===== config.mk =====
export PLATFORM = sky130hd
export DESIGN_NAME = varint_stream_decoder_unit
export DESIGN_NICKNAME = d
export VERILOG_FILES = /design/src/hw/rtl/vsd_pkg.sv /design/src/hw/rtl/vsd_front.sv /design/src/hw/rtl/vsd_queue.sv /design/src/hw/rtl/vsd_back.sv /design/src/hw/rtl/varint_stream_decoder_unit.sv
export SDC_FILE = /design/constraint.sdc
export NUM_CORES = 1
export LEC_CHECK = 0
export ABC_AREA = 1
export BUFFER_PORTS_ARGS = -buffer_cell sky130_fd_sc_hd__buf_2
export CORE_UTILIZATION = 51
export CTS_BUF_LIST = sky130_fd_sc_hd__clkbuf_8
export DETAILED_ROUTE_END_ITERATION = 12
export GPL_ROUTABILITY_DRIVEN = 0
export PLACE_DENSITY = 0.79
export SLEW_MARGIN = 20
export SYNTH_ARGS = -nofsm -noshare
export SYNTH_HDL_FRONTEND = slang
export SYNTH_SLANG_ARGS = --single-unit

===== constraint.sdc =====
create_clock -name clk -period 6.5 [get_ports clk]
set_clock_uncertainty 0.05 [all_clocks]
set_input_delay 0 -clock clk [delete_from_list [all_inputs] [get_ports clk]]
set_output_delay 0 -clock clk [all_outputs]
set_load 0.02 [all_outputs]

===== src/hw/rtl/vsd_pkg.sv =====
// ----------------------------------------------------------------------------
// vsd_pkg
// Shared types and constants for the unsigned LEB128 varint stream decoder.
// ----------------------------------------------------------------------------
package vsd_pkg;

    localparam int BYTE_W    = 8;
    localparam int PAYLOAD_W = 7;
    localparam int POS_W     = 4;
    localparam int VALUE_W   = 64;
    localparam int ACC_W     = 63;
    localparam int LEN_W     = 4;
    localparam int STATUS_W  = 2;
    localparam int SHIFT_W   = 7;
    localparam int QDEPTH    = 2;
    localparam int QPTR_W    = $clog2(QDEPTH);
    localparam int QCNT_W    = $clog2(QDEPTH + 1);

    // result status codes
    localparam logic [STATUS_W-1:0] ST_OK       = 2'd0;
    localparam logic [STATUS_W-1:0] ST_TOO_BIG  = 2'd1;
    localparam logic [STATUS_W-1:0] ST_TOO_LONG = 2'd2;
    localparam logic [STATUS_W-1:0] ST_TRUNC    = 2'd3;

    // position limits within one value
    localparam logic [POS_W-1:0] POS_LAST_DATA = 4'd9;
    localparam logic [POS_W-1:0] POS_OVERRUN   = 4'd10;

    // largest payload a tenth terminating byte may carry
    localparam logic [PAYLOAD_W-1:0] TENTH_MAX = 7'd1;

    localparam int DIGIT_BITS = 7;

    // one classified byte, handed from the front to the back
    typedef struct packed {
        logic                 emit;
        logic [STATUS_W-1:0]  status;
        logic [POS_W-1:0]     pos;
        logic [PAYLOAD_W-1:0] payload;
    } vsd_entry_t;

endpackage


===== src/hw/rtl/vsd_front.sv =====
// ----------------------------------------------------------------------------
// vsd_front
// Accept input bytes, track the byte position and classify each byte.
// ----------------------------------------------------------------------------
module vsd_front
    import vsd_pkg::*;
(
    input  logic              clk,
    input  logic              rst_n,
    input  logic              in_valid,
    output logic              in_ready,
    input  logic [BYTE_W-1:0] in_byte,
    input  logic              in_last,
    input  logic              q_full,
    output logic              q_push,
    output vsd_entry_t        q_entry
);

    logic [POS_W-1:0] pos_reg;
    logic [POS_W-1:0] pos_next;
    logic             cont;

    assign in_ready = !q_full;
    assign q_push   = in_valid && in_ready;
    assign cont     = in_byte[BYTE_W-1];

    always_comb
    begin
        q_entry.payload = in_byte[PAYLOAD_W-1:0];
        q_entry.pos     = pos_reg;
        q_entry.emit    = 1'b1;
        q_entry.status  = ST_OK;
        pos_next        = '0;
        if (pos_reg >= POS_OVERRUN)
        begin
            q_entry.status = ST_TOO_LONG;
        end
        else if (!cont)
        begin
            if ((pos_reg == POS_LAST_DATA) && (in_byte[PAYLOAD_W-1:0] > TENTH_MAX))
            begin
                q_entry.status = ST_TOO_BIG;
            end
        end
        else if (in_last)
        begin
            q_entry.status = ST_TRUNC;
        end
        else
        begin
            q_entry.emit = 1'b0;
            pos_next     = pos_reg + 1'b1;
        end
    end

    always_ff @(posedge clk or negedge rst_n)
    begin
        if (!rst_n)
        begin
            pos_reg <= '0;
        end
        else if (q_push)
        begin
            pos_reg <= pos_next;
        end
    end

endmodule


===== src/hw/rtl/vsd_queue.sv =====
// ----------------------------------------------------------------------------
// vsd_queue
// Short FIFO of classified bytes between the front and the back.
// ----------------------------------------------------------------------------
module vsd_queue
    import vsd_pkg::*;
(
    input  logic       clk,
    input  logic       rst_n,
    input  logic       push,
    input  vsd_entry_t push_entry,
    output logic       full,
    input  logic       pop,
    output logic       not_empty,
    output vsd_entry_t head
);

    vsd_entry_t        mem [QDEPTH];
    logic [QPTR_W-1:0] wr_ptr_reg;
    logic [QPTR_W-1:0] rd_ptr_reg;
    logic [QCNT_W-1:0] count_reg;
    logic [QCNT_W-1:0] count_next;

    assign full      = (count_reg == QCNT_W'(QDEPTH));
    assign not_empty = (count_reg != '0);
    assign head      = mem[rd_ptr_reg];

    always_comb
    begin
        count_next = count_reg;
        if (push && !pop)
        begin
            count_next = count_reg + 1'b1;
        end
        else if (pop && !push)
        begin
            count_next = count_reg - 1'b1;
        end
    end

    always_ff @(posedge clk)
    begin
        if (push)
        begin
            mem[wr_ptr_reg] <= push_entry;
        end
    end

    always_ff @(posedge clk or negedge rst_n)
    begin
        if (!rst_n)
        begin
            wr_ptr_reg <= '0;
            rd_ptr_reg <= '0;
            count_reg  <= '0;
        end
        else
        begin
            count_reg <= count_next;
            if (push)
            begin
                wr_ptr_reg <= (wr_ptr_reg == QPTR_W'(QDEPTH - 1)) ? '0 : wr_ptr_reg + 1'b1;
            end
            if (pop)
            begin
                rd_ptr_reg <= (rd_ptr_reg == QPTR_W'(QDEPTH - 1)) ? '0 : rd_ptr_reg + 1'b1;
            end
        end
    end

endmodule


===== src/hw/rtl/vsd_back.sv =====
// ----------------------------------------------------------------------------
// vsd_back
// Fold byte payloads into the accumulator and register finished results.
// ----------------------------------------------------------------------------
module vsd_back
    import vsd_pkg::*;
(
    input  logic                clk,
    input  logic                rst_n,
    input  logic                q_not_empty,
    input  vsd_entry_t          q_head,
    output logic                q_pop,
    output logic                out_valid,
    input  logic                out_ready,
    output logic [VALUE_W-1:0]  out_value,
    output logic [LEN_W-1:0]    out_length,
    output logic [STATUS_W-1:0] out_status
);

    logic [ACC_W-1:0]    acc_reg;
    logic                out_valid_reg;
    logic [VALUE_W-1:0]  value_reg;
    logic [LEN_W-1:0]    length_reg;
    logic [STATUS_W-1:0] status_reg;
    logic [SHIFT_W-1:0]  shamt;
    logic [VALUE_W-1:0]  shifted;
    logic                out_free;

    assign out_free  = !out_valid_reg || out_ready;
    assign q_pop     = q_not_empty && (!q_head.emit || out_free);
    assign shamt     = SHIFT_W'(q_head.pos) * SHIFT_W'(DIGIT_BITS);
    assign shifted   = {{(VALUE_W-PAYLOAD_W){1'b0}}, q_head.payload} << shamt;

    assign out_valid  = out_valid_reg;
    assign out_value  = value_reg;
    assign out_length = length_reg;
    assign out_status = status_reg;

    always_ff @(posedge clk)
    begin
        if (q_pop && q_head.emit)
        begin
            value_reg  <= (q_head.status == ST_OK) ? ({1'b0, acc_reg} | shifted) : '0;
            length_reg <= q_head.pos + 1'b1;
            status_reg <= q_head.status;
        end
    end

    always_ff @(posedge clk or negedge rst_n)
    begin
        if (!rst_n)
        begin
            acc_reg       <= '0;
            out_valid_reg <= 1'b0;
        end
        else
        begin
            if (q_pop)
            begin
                // clear after every result, otherwise merge the next digit
                acc_reg <= q_head.emit ? '0 : (acc_reg | shifted[ACC_W-1:0]);
            end
            if (q_pop && q_head.emit)
            begin
                out_valid_reg <= 1'b1;
            end
            else if (out_ready)
            begin
                out_valid_reg <= 1'b0;
            end
        end
    end

endmodule


===== src/hw/rtl/varint_stream_decoder_unit.sv =====
// ----------------------------------------------------------------------------
// varint_stream_decoder_unit
// Streaming decoder for unsigned 64-bit LEB128 varints, one byte per word.
// ----------------------------------------------------------------------------
// Usage:
//   Feed encoded bytes on the s_axis channel, one byte per word, with
//   s_axis_tlast marking the last byte of a buffer. Each finished value, or
//   each error, leaves as one word on the m_axis channel: value and length
//   in m_axis_tdata, status in m_axis_tuser (0 ok, 1 too big, 2 too long,
//   3 truncated). Errors carry value zero; decoding restarts on the next byte.
//   Throughput is one byte per cycle, sustained while the sink takes words.
//   The accepting edge of a terminating byte writes the classify queue;
//   once the byte reaches the head of the queue and the output is free, a
//   later edge carries it through the accumulator into the output register,
//   where its result shows valid.
//   A sink stall holds the output register; the two-entry queue keeps
//   absorbing bytes until it fills, then s_axis_tready drops. Bytes that
//   give no result drain during a stall unless a result waits ahead of them.
//   Reset clears the byte position, accumulator, queue and output valid.
// ----------------------------------------------------------------------------
module varint_stream_decoder_unit
    import vsd_pkg::*;
(
    input  logic        clk,
    input  logic        rst_n,
    input  logic        s_axis_tvalid,
    output logic        s_axis_tready,
    input  logic [7:0]  s_axis_tdata,   // [7:0] in_byte
    input  logic        s_axis_tlast,   // in_last
    output logic        m_axis_tvalid,
    input  logic        m_axis_tready,
    output logic [71:0] m_axis_tdata,   // [63:0] value, [67:64] length, [71:68] zero
    output logic [1:0]  m_axis_tuser    // [1:0] status
);

    logic                q_full;
    logic                q_push;
    vsd_entry_t          q_entry;
    logic                q_pop;
    logic                q_not_empty;
    vsd_entry_t          q_head;
    logic [VALUE_W-1:0]  value;
    logic [LEN_W-1:0]    length;

    // classify each byte as it arrives
    vsd_front u_front (
        .clk      (clk),
        .rst_n    (rst_n),
        .in_valid (s_axis_tvalid),
        .in_ready (s_axis_tready),
        .in_byte  (s_axis_tdata),
        .in_last  (s_axis_tlast),
        .q_full   (q_full),
        .q_push   (q_push),
        .q_entry  (q_entry)
    );

    // decouple the front from output stalls
    vsd_queue u_queue (
        .clk        (clk),
        .rst_n      (rst_n),
        .push       (q_push),
        .push_entry (q_entry),
        .full       (q_full),
        .pop        (q_pop),
        .not_empty  (q_not_empty),
        .head       (q_head)
    );

    // accumulate digits and hold results for the sink
    vsd_back u_back (
        .clk         (clk),
        .rst_n       (rst_n),
        .q_not_empty (q_not_empty),
        .q_head      (q_head),
        .q_pop       (q_pop),
        .out_valid   (m_axis_tvalid),
        .out_ready   (m_axis_tready),
        .out_value   (value),
        .out_length  (length),
        .out_status  (m_axis_tuser)
    );

    // pack value and length, pad to whole bytes
    assign m_axis_tdata = {4'b0000, length, value};

endmodule

==> flow_summary.yaml <==
setup_path:
  cp_max_fo: 61
  worstPathArrival_ps: 2570
  timing.rr.start: "u_queue.rd_ptr_reg"
  r2r_cells: 6
  crit_required_ps: 6550
  worstSetupEndpointType: "flop"
  worstSetupPathType: "flop to flop"
  startpoint: "u_queue.rd_ptr_reg"
  start_kind: "flop"
status:
  status: "complete, no violations"
detailed_routing:
  ant_nets: 0
  wl_per_cell_um: 14.4
  vias: 5400
  drt_iter0_drc: 538
  via_per_inst: 4.99
  drt_pass1_iterations: 5
  routed_wl_mm: 15.6
  drc: 0
global_route:
  grt_overflow: 0
  grt_start_max_net_pins: 73
  grt_pass1_vias: 5119
  grt_pass1_wl_mm: 25.0
  grt.total_usage: 0.224
  antenna_found_initial: 0
die:
  die_width_um: 123
  dieArea_sq_um: 15200
  initial_utilization: 0.519
  io_pins: 89
  core_area_sq_um: 14500
  num_rows: 44
  die_h_um: 123
clock_tree:
  clock-sinks: 170
  path_clk_slew_ps: 80
  cts_resized: 0
  cts_setup_buffers: 0
  cts_buffer_depth: 2
  cts_made_buffers: 17
  cts-root-buf: "clkbuf_8"
  cts_tree: "yes"
  clock_latency_ps: 470
  htreeDepth: 4
  ctsHoldBuffers: 13
yosys:
  synth_seq_cells: 170
  netlist_area_sq_um: 7520
  yosys_warnings: 0
  syn_avg_cell_area_sq_um: 9.45
  synth.area.top_cells: "edfxtp_1 (39%), dfrtp_1 (24%), nand2_1 (10%), nor2_1 (8.5%), inv_1 (5.0%)"
  synth-edff-count: 98
  ys_types: 30
  syn_inst: 796
  yosys.area.top_type_share: 0.391
  ys_seq_area_frac: 0.631
  yosys.area.top_type: "edfxtp_1"
  synth_ff_type: "edfxtp_1"
  async_reset_ff_frac: 0.424
timing:
  hold_viol: 0
  fmax_mhz: 396
  fin_tns_setup_ps: 0
  grt_setup_unrepaired: "no"
  period_minus_slack_ps: 2520
  slew-limit-headroom: 0.364
  worst_pin_slew_ps: 954
  setup_viol: 0
  finalCritPeriodShare: 0.388
  slew_violations: 0
power_and_ir_drop:
  power_density_nw_per_um2: 522
  power_leakage_nw: 3.87
  worst_ir_drop_vdd_mv: 0.260
layout:
  area_growth_pct: 13.7
  fin_nets: 903
  mostFrequentLayoutCell: "nand2_1"
  n_antenna_cell: 0
  drive_gt1_frac: 0.163
  largest_reg_flops: 64
  fillers: 1225
  postLayoutCoreUtil: 0.590
  layout_common_cells: "nand2_1 (200), nor2_1 (169), inv_1 (101)"
placed_design:
  io_buffers: 84
  dpl.hpwl_mm: 10.2
hold_path:
  hp-class: "input port to async pin"
job:
  drv_cap: 0
through the flow:
stage          power, mW  setup slack, ps  hold slack, ps  cells  instance area, sq um
3_5_place_dp        3.69             4020             149   1037                  8000
2_1_floorplan       3.22             3580            -346    799                  7530
3_3_place_gp        3.63             3950             149   1037                  7990
5_1_grt             4.80             3780             213   1082                  8550
4_1_cts             4.48             4000             171   1082                  8540
6_report            4.46             3980             217   1082                  8550
layout make-up:
class | count | area, sq um | area share
Timing Repair Buffer | 102 | 588 | 0.0688
Clock inverter | 15 | 184 | 0.0215
Inverter | 102 | 388 | 0.0454
Clock buffer | 17 | 234 | 0.0274
Sequential cell | 170 | 4740 | 0.555
Tap cell | 184 | 230 | 0.0269
Multi-Input combinational cell | 492 | 2180 | 0.255
where the power goes:
group,internal (mW),switching (mW)
Combinational,0.500,1.43
Clock,0.411,0.373
Sequential,1.60,0.146
logic make-up (layout without fill, tap and decap cells):
kind of cell	Yosys count	after routing	share of synthesized area
buffers and inverters	137	236	0.0829
XOR/XNOR	6	6	0.00699
adder cells (fa/ha/maj)	5	5	0.00832
other	1	4	0.000499
AO/OA/AOI/OAI	63	63	0.0456
flip-flops	170	170	0.631
AND/OR/NAND/NOR	414	414	0.225
worst max-delay path: stages (launching register included):
cell,delay [ps]
dfrtp_1,620
inv_4,280
nand2_1,70
nand2_1,90
nand3_2,120
inv_2,200
buf_4,640
synthesized netlist by cell type, drive strengths merged, types with 2 or more instances:
cell / count
nand2: 209
ha: 5
xor2: 4
nor2: 180
nand3: 5
a21oi: 52
edfxtp: 98
inv: 102
or2: 3
dfrtp: 72
nand4: 16
buf: 34
o21ai: 8
xnor2: 2
final timing paths:
check | end | slack [ps]
setup / recovery | u_back.out_value[51] | 3980
setup reg to reg | u_back.out_value[51] | 3980
hold / removal | u_queue.wr_ptr_reg | 220
hold reg to reg | u_queue.count_reg[0] | 440
min in group clk | u_queue.mem[0][5] | 220
max in group asynchronous | u_back.acc_reg[52] | 5550
metal layers:
metal | share of wire | global-route usage | vias up
met5 | 0 | 0 | -
met4 | 0.029 | 0.102 | 0
met3 | 0.055 | 0.0577 | 32
met2 | 0.49 | 0.362 | 162
met1 | 0.43 | 0.285 | 2550
li1 | - | - | 2656
No activity file was read; power rests on OpenSTA's default activity.
